### config.mk
export PLATFORM = sky130hd
export DESIGN_NAME = utf8_validating_decoder_flat
export DESIGN_NICKNAME = d
export VERILOG_FILES = /design/src/design/utf8d_pkg.sv /design/src/design/utf8d_if.sv /design/src/design/utf8d_front.sv /design/src/design/utf8d_queue.sv /design/src/design/utf8d_back.sv /design/src/design/utf8_validating_decoder.sv /design/src/flat_wrapper.sv
export SDC_FILE = /design/constraint.sdc
export NUM_CORES = 1
export LEC_CHECK = 0
export BUFFER_PORTS_ARGS = -buffer_cell sky130_fd_sc_hd__buf_2
export CAP_MARGIN = 20
export CORE_ASPECT_RATIO = 1.4
export CORE_MARGIN = 2
export CORE_UTILIZATION = 30
export DETAILED_ROUTE_END_ITERATION = 16
export PLACE_DENSITY = 0.56
export REMOVE_ABC_BUFFERS = 1
export SYNTH_ARGS = -nofsm -noshare
export SYNTH_HDL_FRONTEND = slang
export SYNTH_SLANG_ARGS = --single-unit
export TNS_END_PERCENT = 30
### constraint.sdc
create_clock -name clk -period 6.5 [get_ports clk]
set_input_delay 0.325 -clock clk [delete_from_list [all_inputs] [get_ports clk]]
set_output_delay 0.325 -clock clk [all_outputs]
set_load 0.02 [all_outputs]
### src/design/utf8d_pkg.sv
// ----------------------------------------------------------------------------
// utf8d_pkg
// Shared types and constants of the UTF-8 validating decoder.
// ----------------------------------------------------------------------------
package utf8d_pkg;

    localparam logic [20:0] CP_REPL    = 21'h00FFFD;
    localparam logic [20:0] CP_MIN2    = 21'h000080;
    localparam logic [20:0] CP_MIN3    = 21'h000800;
    localparam logic [20:0] CP_MIN4    = 21'h010000;
    localparam logic [20:0] CP_SURR_LO = 21'h00D800;
    localparam logic [20:0] CP_SURR_HI = 21'h00DFFF;
    localparam logic [20:0] CP_MAX     = 21'h10FFFF;

    localparam int QDEPTH = 4;
    localparam int QPTR_W = $clog2(QDEPTH);
    localparam int QCNT_W = $clog2(QDEPTH + 1);

    // Results caused by one byte: rep_cnt replacements, then an optional tail.
    typedef struct packed {
        logic [2:0]  rep_cnt;
        logic        has_tail;
        logic [20:0] tail_cp;
        logic        tail_eot;
    } run_desc_t;

    typedef struct packed {
        logic      push;
        run_desc_t desc;
    } q_push_t;

    typedef struct packed {
        logic      nonempty;
        logic      full;
        run_desc_t head;
    } q_stat_t;

    function automatic logic [20:0] min_for_len(input logic [1:0] len);
        logic [20:0] m;
        unique case (len)
            2'd1:    m = CP_MIN2;
            2'd2:    m = CP_MIN3;
            2'd3:    m = CP_MIN4;
            default: m = '0;
        endcase
        return m;
    endfunction

endpackage

### src/design/utf8d_if.sv
// ----------------------------------------------------------------------------
// utf8d_if
// Valid/ready channels of the decoder: byte input and code point output.
// ----------------------------------------------------------------------------
interface utf8d_byte_if;
    logic       valid;
    logic       ready;
    logic [7:0] byte_in;

    modport source (output valid, output byte_in, input ready);
    modport sink   (input valid, input byte_in, output ready);
endinterface

interface utf8d_cp_if;
    logic        valid;
    logic        ready;
    logic [20:0] code_point;
    logic        end_of_text;
    logic        last_of_run;

    modport source (output valid, output code_point, output end_of_text,
                    output last_of_run, input ready);
    modport sink   (input valid, input code_point, input end_of_text,
                    input last_of_run, output ready);
endinterface

### src/design/utf8d_front.sv
// ----------------------------------------------------------------------------
// utf8d_front
// Accepts bytes, tracks the open sequence and classifies each byte into a
// run of results.
// ----------------------------------------------------------------------------
module utf8d_front
    import utf8d_pkg::*;
(
    input  logic         clk,
    input  logic         rst_n,
    utf8d_byte_if.sink   in_ch,
    input  q_stat_t      q_stat,
    output q_push_t      q_push
);

    logic [1:0]  exp_reg, exp_next;
    logic [1:0]  held_reg, held_next;
    logic [20:0] pv_reg, pv_next;

    logic        accept;
    logic [7:0]  b;
    run_desc_t   desc;

    // decode of the byte as if idle
    logic        fr_tail;
    logic [20:0] fr_cp;
    logic [1:0]  fr_exp;
    logic [20:0] fr_pv;

    logic [20:0] acc_pv;
    logic [1:0]  held_inc;
    logic        cp_bad;

    assign in_ch.ready = !q_stat.full;
    assign accept      = in_ch.valid && in_ch.ready;
    assign b           = in_ch.byte_in;

    always_comb
    begin
        fr_tail = 1'b0;
        fr_cp   = CP_REPL;
        fr_exp  = 2'd0;
        fr_pv   = '0;
        if (!b[7])
        begin
            fr_tail = 1'b1;
            fr_cp   = {13'd0, b};
        end
        else if (b[7:5] == 3'b110)
        begin
            fr_exp = 2'd1;
            fr_pv  = {16'd0, b[4:0]};
        end
        else if (b[7:4] == 4'b1110)
        begin
            fr_exp = 2'd2;
            fr_pv  = {17'd0, b[3:0]};
        end
        else if (b[7:3] == 5'b11110)
        begin
            fr_exp = 2'd3;
            fr_pv  = {18'd0, b[2:0]};
        end
        else
        begin
            fr_tail = 1'b1;
        end
    end

    assign acc_pv   = {pv_reg[14:0], b[5:0]};
    assign held_inc = held_reg + 2'd1;
    assign cp_bad   = (acc_pv < min_for_len(exp_reg))
                   || ((acc_pv >= CP_SURR_LO) && (acc_pv <= CP_SURR_HI))
                   || (acc_pv > CP_MAX);

    always_comb
    begin
        exp_next  = exp_reg;
        held_next = held_reg;
        pv_next   = pv_reg;
        desc      = '0;
        if (b == 8'd0)
        begin
            desc.rep_cnt  = (exp_reg != 2'd0) ? ({1'b0, held_reg} + 3'd1) : 3'd0;
            desc.has_tail = 1'b1;
            desc.tail_cp  = '0;
            desc.tail_eot = 1'b1;
            exp_next      = 2'd0;
            held_next     = 2'd0;
            pv_next       = '0;
        end
        else if (exp_reg == 2'd0)
        begin
            desc.has_tail = fr_tail;
            desc.tail_cp  = fr_cp;
            exp_next      = fr_exp;
            held_next     = 2'd0;
            pv_next       = fr_pv;
        end
        else if (b[7:6] == 2'b10)
        begin
            if (held_inc == exp_reg)
            begin
                if (cp_bad)
                begin
                    desc.rep_cnt = {1'b0, exp_reg} + 3'd1;
                end
                else
                begin
                    desc.has_tail = 1'b1;
                    desc.tail_cp  = acc_pv;
                end
                exp_next  = 2'd0;
                held_next = 2'd0;
                pv_next   = '0;
            end
            else
            begin
                held_next = held_inc;
                pv_next   = acc_pv;
            end
        end
        else
        begin
            // broken sequence: flush lead and held bytes, then restart on b
            desc.rep_cnt  = {1'b0, held_reg} + 3'd1;
            desc.has_tail = fr_tail;
            desc.tail_cp  = fr_cp;
            exp_next      = fr_exp;
            held_next     = 2'd0;
            pv_next       = fr_pv;
        end
    end

    assign q_push.push = accept && ((desc.rep_cnt != 3'd0) || desc.has_tail);
    assign q_push.desc = desc;

    always_ff @(posedge clk or negedge rst_n)
    begin
        if (!rst_n)
        begin
            exp_reg  <= 2'd0;
            held_reg <= 2'd0;
            pv_reg   <= '0;
        end
        else if (accept)
        begin
            exp_reg  <= exp_next;
            held_reg <= held_next;
            pv_reg   <= pv_next;
        end
    end

    a_held_below_exp: assert property (@(posedge clk) disable iff (!rst_n)
        (exp_reg != 2'd0) |-> (held_reg < exp_reg))
        else $error("held count reached expected count");

    a_idle_clear: assert property (@(posedge clk) disable iff (!rst_n)
        (exp_reg == 2'd0) |-> (held_reg == 2'd0))
        else $error("held bytes while idle");

endmodule

### src/design/utf8d_queue.sv
// ----------------------------------------------------------------------------
// utf8d_queue
// Small FIFO of result runs between front and back.
// ----------------------------------------------------------------------------
module utf8d_queue
    import utf8d_pkg::*;
(
    input  logic    clk,
    input  logic    rst_n,
    input  q_push_t q_push,
    input  logic    pop,
    output q_stat_t q_stat
);

    run_desc_t         entry_reg [QDEPTH];
    logic [QPTR_W-1:0] wr_ptr_reg, rd_ptr_reg;
    logic [QCNT_W-1:0] cnt_reg;
    logic              do_pop;

    function automatic logic [QPTR_W-1:0] ptr_inc(input logic [QPTR_W-1:0] p);
        return (p == QPTR_W'(QDEPTH - 1)) ? '0 : p + 1'b1;
    endfunction

    assign q_stat.nonempty = (cnt_reg != '0);
    assign q_stat.full     = (cnt_reg == QCNT_W'(QDEPTH));
    assign q_stat.head     = entry_reg[rd_ptr_reg];
    assign do_pop          = pop && q_stat.nonempty;

    always_ff @(posedge clk)
    begin
        if (q_push.push)
        begin
            entry_reg[wr_ptr_reg] <= q_push.desc;
        end
    end

    always_ff @(posedge clk or negedge rst_n)
    begin
        if (!rst_n)
        begin
            wr_ptr_reg <= '0;
            rd_ptr_reg <= '0;
            cnt_reg    <= '0;
        end
        else
        begin
            if (q_push.push)
            begin
                wr_ptr_reg <= ptr_inc(wr_ptr_reg);
            end
            if (do_pop)
            begin
                rd_ptr_reg <= ptr_inc(rd_ptr_reg);
            end
            if (q_push.push && !do_pop)
            begin
                cnt_reg <= cnt_reg + 1'b1;
            end
            else if (!q_push.push && do_pop)
            begin
                cnt_reg <= cnt_reg - 1'b1;
            end
        end
    end

    a_no_overflow: assert property (@(posedge clk) disable iff (!rst_n)
        q_push.push |-> !q_stat.full)
        else $error("push into full queue");

    a_cnt_range: assert property (@(posedge clk) disable iff (!rst_n)
        cnt_reg <= QCNT_W'(QDEPTH))
        else $error("queue count out of range");

endmodule

### src/design/utf8d_back.sv
// ----------------------------------------------------------------------------
// utf8d_back
// Expands each result run into single output items, one per cycle while the output is ready.
// ----------------------------------------------------------------------------
module utf8d_back
    import utf8d_pkg::*;
(
    input  logic        clk,
    input  logic        rst_n,
    input  q_stat_t     q_stat,
    output logic        pop,
    utf8d_cp_if.source  out_ch
);

    logic        cur_valid_reg;
    logic [2:0]  rep_left_reg;
    logic        has_tail_reg;
    logic [20:0] tail_cp_reg;
    logic        tail_eot_reg;

    logic        fire;
    logic        last;

    assign last = (rep_left_reg == 3'd0) || ((rep_left_reg == 3'd1) && !has_tail_reg);
    assign fire = out_ch.valid && out_ch.ready;
    assign pop  = q_stat.nonempty && (!cur_valid_reg || (fire && last));

    assign out_ch.valid       = cur_valid_reg;
    assign out_ch.code_point  = (rep_left_reg != 3'd0) ? CP_REPL : tail_cp_reg;
    assign out_ch.end_of_text = (rep_left_reg == 3'd0) && tail_eot_reg;
    assign out_ch.last_of_run = last;

    always_ff @(posedge clk or negedge rst_n)
    begin
        if (!rst_n)
        begin
            cur_valid_reg <= 1'b0;
            rep_left_reg  <= 3'd0;
            has_tail_reg  <= 1'b0;
        end
        else if (pop)
        begin
            cur_valid_reg <= 1'b1;
            rep_left_reg  <= q_stat.head.rep_cnt;
            has_tail_reg  <= q_stat.head.has_tail;
        end
        else if (fire)
        begin
            if (last)
            begin
                cur_valid_reg <= 1'b0;
            end
            else
            begin
                rep_left_reg <= rep_left_reg - 3'd1;
            end
        end
    end

    always_ff @(posedge clk)
    begin
        if (pop)
        begin
            tail_cp_reg  <= q_stat.head.tail_cp;
            tail_eot_reg <= q_stat.head.tail_eot;
        end
    end

    a_rep_range: assert property (@(posedge clk) disable iff (!rst_n)
        cur_valid_reg |-> (rep_left_reg <= 3'd4))
        else $error("replacement count out of range");

    a_run_continues: assert property (@(posedge clk) disable iff (!rst_n)
        (fire && !last) |=> cur_valid_reg)
        else $error("run dropped before its last item");

endmodule

### src/design/utf8_validating_decoder.sv
// ----------------------------------------------------------------------------
// utf8_validating_decoder
// UTF-8 decoder with U+FFFD replacement; front classifier, run queue and
// back expander.
// ----------------------------------------------------------------------------
// A byte's results are written into a queue entry and then loaded into the output
// registers before the output channel offers the first of them.
// Throughput: one byte per cycle; a byte that yields n results sends them out one
// at a time, and input stalls once the four-run queue fills.
// Lead and continuation bytes that complete nothing produce no output item.
// Reset clears the sequence state, the queue and the output stage at once.
module utf8_validating_decoder
    import utf8d_pkg::*;
(
    input  logic        clk,
    input  logic        rst_n,
    utf8d_byte_if.sink  in_ch,
    utf8d_cp_if.source  out_ch
);

    q_push_t q_push;
    q_stat_t q_stat;
    logic    pop;

    utf8d_front u_front (
        .clk    (clk),
        .rst_n  (rst_n),
        .in_ch  (in_ch),
        .q_stat (q_stat),
        .q_push (q_push)
    );

    utf8d_queue u_queue (
        .clk    (clk),
        .rst_n  (rst_n),
        .q_push (q_push),
        .pop    (pop),
        .q_stat (q_stat)
    );

    utf8d_back u_back (
        .clk    (clk),
        .rst_n  (rst_n),
        .q_stat (q_stat),
        .pop    (pop),
        .out_ch (out_ch)
    );

endmodule
### src/flat_wrapper.sv
// flat-port wrapper written by rule: the top's interface ports become plain ports
module utf8_validating_decoder_flat import utf8d_pkg::*;
  (clk, rst_n, in_ch_valid, in_ch_byte_in, in_ch_ready, out_ch_valid, out_ch_code_point, out_ch_end_of_text, out_ch_last_of_run, out_ch_ready);
  utf8d_byte_if in_ch_i ();
  utf8d_cp_if out_ch_i ();
  input  logic clk;
  input  logic rst_n;
  input wire logic [$bits(in_ch_i.valid)-1:0] in_ch_valid;
  input wire logic [$bits(in_ch_i.byte_in)-1:0] in_ch_byte_in;
  output wire logic [$bits(in_ch_i.ready)-1:0] in_ch_ready;
  output wire logic [$bits(out_ch_i.valid)-1:0] out_ch_valid;
  output wire logic [$bits(out_ch_i.code_point)-1:0] out_ch_code_point;
  output wire logic [$bits(out_ch_i.end_of_text)-1:0] out_ch_end_of_text;
  output wire logic [$bits(out_ch_i.last_of_run)-1:0] out_ch_last_of_run;
  input wire logic [$bits(out_ch_i.ready)-1:0] out_ch_ready;
  assign in_ch_i.valid = in_ch_valid;
  assign in_ch_i.byte_in = in_ch_byte_in;
  assign in_ch_ready = in_ch_i.ready;
  assign out_ch_valid = out_ch_i.valid;
  assign out_ch_code_point = out_ch_i.code_point;
  assign out_ch_end_of_text = out_ch_i.end_of_text;
  assign out_ch_last_of_run = out_ch_i.last_of_run;
  assign out_ch_i.ready = out_ch_ready;
  utf8_validating_decoder u_core (.clk(clk), .rst_n(rst_n), .in_ch(in_ch_i), .out_ch(out_ch_i));
endmodule
## Word level (Yosys, flattened, before mapping)

Memory sizes are Yosys's and may differ from the RTL's.
Cells that the tools add are included.

- Output and inout port bits: 25
- Memories kept: 1
- Logic and storage cells: 120
- Bits in registers: 53
- Bits of input ports: 12
- RAM bits: 104

- Equality and inequality tests: 14
- Reduce and logical (&&, ||, !) cells: 34
- Add/sub/neg operators: 8
- Multiplexer cells: 48
- $lt $le $gt $ge: 4

Memories:

| memory | depth | width | read ports | clocked after Yosys merged registers in | write ports | line | RTL |
|---|---|---|---|---|---|---|---|
| u_core.u_queue.entry_reg | 4 | 26 | 1 | 0 | 1 | utf8d_queue.sv:15 | `run_desc_t entry_reg [QDEPTH];` |

Operators with widths:

| operator | number |
|---|---|
| 2-to-1 mux 25 bit | 3 |
| 2-to-1 mux 15 bit | 4 |
| case mux 17 bit (3 select lines) | 1 |
| 2-to-1 mux 22 bit | 2 |
| 2-to-1 mux 2 bit | 14 |
| 2-to-1 mux 3 bit | 9 |
| greater-or-equal comparator 21 x 16 -> 1 bit (second input constant) | 1 |
| greater-than comparator 21 bit (second input constant) | 1 |
| less-or-equal comparator 21 x 16 -> 1 bit (second input constant) | 1 |
| < comparator 21 x 17 -> 1 bit | 1 |
| 2-to-1 mux 21 bit | 1 |
| 2-to-1 mux 16 bit | 1 |
| logical AND 1 bit | 11 |
| == test 2 bit (second input constant) | 5 |
| 2-to-1 mux 1 bit | 10 |
| 2-to-1 mux 5 bit | 2 |
| nonzero test 3 bit | 3 |
| logical NOT 8 bit | 1 |
| nonzero test 2 bit | 4 |
| adder 2 x 1 -> 2 bit (second input constant) | 3 |
| adder 2 x 1 -> 3 bit (second input constant) | 2 |
| == test 3 bit (second input constant) | 2 |
| AND reduction 2 bit | 3 |
| subtractor 3 x 1 -> 3 bit (second input constant) | 2 |
| other kinds (13) | 21 |

## Depth between registers and ports, before layout

- Depth in word-level cells: 17
- Mapped depth: 15
- Mapped depth without buffers: 15

## Cells and area by module

Synthesis repeated with hierarchy kept, for this count alone.

- Cell total of the unflattened synthesis: 438
- Area total of the unflattened synthesis: 6875.3 um^2

Modules (own cells, without submodules):

| module | times used | sequential area each (um^2) | cells each | area each (um^2) |
|---|---|---|---|---|
| utf8d_queue | 1 | 3298.2 | 173 | 4225.3 |
| utf8d_front | 1 | 475.5 | 176 | 1472.7 |
| utf8d_back | 1 | 785.8 | 89 | 1177.4 |

## Worst setup path before layout

Ideal clock, no wire load.

- Kind: reg-to-reg
- From: reg u_core.u_front.pv_reg[13]
- To: reg u_core.u_queue.cnt_reg[2]
- Path buffers: 0
- Slack: 3.223 ns
- Arrival time: 3.198 ns
- Library setup time: 0.079 ns
- Data required time: 6.421 ns
- Stages on the path, launching flop included: 12
- Period minus slack after synthesis: 3.277 ns
- Cells stage by stage: dfrtp_1 -> or4_4 -> o41a_1 -> and2_0 -> a221o_1 -> a31oi_4 -> ha_1 -> inv_1 -> fa_1 -> xor2_1 -> nor2_1 -> xor2_1

RTL lines:

| element | line | RTL |
|---|---|---|
| from (decl) | utf8d_front.sv:18 | `logic [20:0] pv_reg, pv_next;` |
| from (signal assigned) | utf8d_front.sv:150 | `pv_reg <= pv_next;` |
| to (signal assigned) | utf8d_queue.sv:57 | `cnt_reg <= cnt_reg + 1'b1;` |
| to (signal assigned) | utf8d_queue.sv:61 | `cnt_reg <= cnt_reg - 1'b1;` |
| to (decl) | utf8d_queue.sv:17 | `logic [QCNT_W-1:0] cnt_reg;` |

==> flow_metrics.tcl <==
set metrics [dict create \
    min_path_type "input port to async pin" \
    route.vias.total 3558 \
    place_congestion 0.822 \
    wl_per_cell_microns 16.3 \
    timing.fmax_mhz 286 \
    drive_above_1_share 0.231 \
    dpl.hpwl_mm 8.41 \
    synth.top_cell.area_share 0.566 \
    synth_area_sq_mm 0.00668 \
    yosysTopAreaCell "edfxtp_1" \
    grt_max_degree 34 \
    cp-end-kind "flop" \
    synth_commonest_cells "edfxtp_1 (126), nand2_1 (42), dfrtp_1 (31)" \
    area_delta_synth_final_pct 16.4 \
    cts_tree "built" \
    drc 0 \
    p_leak_nw 2.89 \
    synth_async_sr_flop_share 0.197 \
    largest_register_ffs 104 \
    grt_usage 0.118 \
    syn_avg_cell_area_sq_um 15.4 \
    portBuffers 36 \
    slowest_stage "or4_1" \
    met3_length_microns 385 \
    yosysMostFrequentCell "edfxtp_1" \
    fin_setup_tns_ns 0 \
    worst_slack_ns 3.01 \
    fin_total_pwr_w 0.00319 \
    violations "negative hold slack" \
    diodes 0 \
    grt_antenna_before_repair 0 \
    power_frac_comb 0.268 \
    cts_buffers 17 \
    p_int_w 0.00221 \
    cp_top_family "simple AND/OR/NAND/NOR gates" \
    cp_data_required_time_ns 6.84 \
    slew_viol_final 0 \
    grt_pass1_wl_mm 20.9 \
    seqCellArea_sq_mm 0.00456 \
    place_ws_ns 3.01 \
    hold_slack_ns -0.0162 \
    cp_max_fo 7 \
    crit_chain "or4_1, o21a_1, or3_1, a221o_1, a31oi_4, ha_1, inv_1, fa_1, xor2_1, nor2_1, xor2_1" \
    peakVddDrop_mv 0.198 \
    slew_headroom 0.352 \
    routed_wirelength_mm 12.8 \
    synth-seq-cells 157 \
    fill_cells 2102 \
    clock_sinks 157 \
    die_w_microns 130 \
    critPathBufInv 1 \
    slowest_delay_ns 0.55 \
    cap_violations 0 \
    yosysWarnings 0 \
    period_share 0.537 \
    grt_pass1_vias 3816 \
    wl_met2_mm 7.02 \
    seqPwrFrac 0.443 \
    power_frac_clock 0.289 \
    drt_iter0_drc 246 \
    row_count 64 \
    synth_edf_count 126 \
    synth_ff_type "edfxtp_1" \
    die_area_sq_mm 0.0235 \
    setup_viol 0 \
    fin_crit_ns 3.49 \
    drtAntennaViolNets 0 \
    critPathKind "flop to flop" \
    fin_nets 506 \
    synth.distinct_cells 44 \
    io_pins 37 \
    clkLatencyLatePin_ns 0.41 \
    fin_area_sq_mm 0.00778 \
    skew_ns 0.0125 \
    grt-ovfl-total 0 \
    power_density_mw_per_mm2 411 \
    cts_setup_buffers 0 \
    die_y_microns 181 \
    placed_area_sq_mm 0.00722 \
    cp.arrival_ns 3.83 \
    met1Wirelength_mm 5.26 \
    start_kind "flop" \
    status "finished, violations left" \
    cts-root-buf "clkbuf_16" \
    start_util 0.306 \
    post_cts_resized 0 \
    core_region_area_sq_mm 0.0219 \
    ctsHoldBuffers 0 \
    vias_per_cell 4.53 \
    hold_violations 16 \
    yosysSeqAreaShare 0.682 \
    worst_pin_slew_ns 0.968 \
    top_layer_used "met4" \
    clockBufferDepth 2 \
    netSwitchingPower_w 0.000986 \
    ctsHtreeMaxLevel 4 \
    synthTopCellsByArea "edfxtp_1 (57%), dfrtp_1 (12%), mux4_2 (8.8%)" \
    rsz0062_at_grt "false" \
    crit_top_cell "xor2_1" \
    synth_cells 434 \
    dr.pass1.iters 4 \
    switching_share 0.309 \
    multi_input_area_sq_mm 0.00201 \
    clk_pin_slew_ns 0.07 \
]
==> layout make-up <==
| class | count | share of cell area |
|---|---|---|
| clock buffer | 18 | 0.0552 |
| clock inverter | 14 | 0.0162 |
| inverter | 18 | 0.00869 |
| multi-input combinational | 242 | 0.258 |
| sequential | 157 | 0.586 |
| tap | 297 | 0.0478 |
| timing repair buffer | 40 | 0.0280 |
==> power by group through the flow <==
| stage | combinational, W | clock, W | sequential (W) |
|---|---|---|---|
| global route | 0.000958 | 0.000987 | 0.00144 |
| CTS | 0.000889 | 0.000948 | 0.00142 |
| global placement | 0.000858 | 0 | 0.00143 |
| finish | 0.000855 | 0.000924 | 0.00142 |
| floorplan | 0.000566 | 0 | 0.00147 |
| detailed placement | 0.000886 | 0 | 0.00144 |
==> path summary, 6_finish.rpt <==
kind / startpoint / to / slack (ns) / depth (start not counted)
max: u_core.u_front.pv_reg[9] / u_core.u_queue.cnt_reg[2] / 3.01 / 11
min: rst_n / u_core.u_back.out_ch.valid / -0.02 / 1
max reg2reg: u_core.u_front.pv_reg[9] / u_core.u_queue.cnt_reg[2] / 3.01 / 11
min reg2reg: u_core.u_front.held_reg[1] / u_core.u_front.held_reg[1] / 0.47 / 2
max in group asynchronous: rst_n / u_core.u_front.pv_reg[7] / 6.01 / 1
min in group clk: in_ch_byte_in[1] / u_core.u_front.pv_reg[1] / 0.18 / 2
==> cell usage in the layout (no fill, tap or decap), types with 15 or more instances in the layout <==
cell type and n:
clkbuf_16 17, a21o_1 15, nor2_1 19, inv_1 18, buf_2 36, nand2b_1 18
nand2_1 42, edfxtp_1 126, mux4_2 26, dfrtp_1 31, ha_1 17
==> stage by stage <==
stage	hold WS [ns]	utilization	cells
detailed placement	0.446	0.330	754
finish	-0.0162	0.356	786
global route	0.0287	0.356	786
floorplan	0.0294	-	417
CTS	0.00157	0.356	786
global placement	0.430	0.330	753
==> per-layer routing <==
metal / GRT usage / vias to the layer above
met1: 0.140 / 1785
li1: - / 1710
met4: 0.0417 / 0
met5: 0 / -
met3: 0.0252 / 6
met2: 0.207 / 57
==> cell families after synthesis <==
kind of cell,share of synthesized area
DFF,0.682
and+or+nand+nor,0.100
AOI/OAI and AO/OA,0.0579
buffers and inverters,0.0197
muxes,0.0989
adders and majority gates,0.0348
xor gates and xnor gates,0.00655
Note: power is estimated with default switching activity, not from simulation.
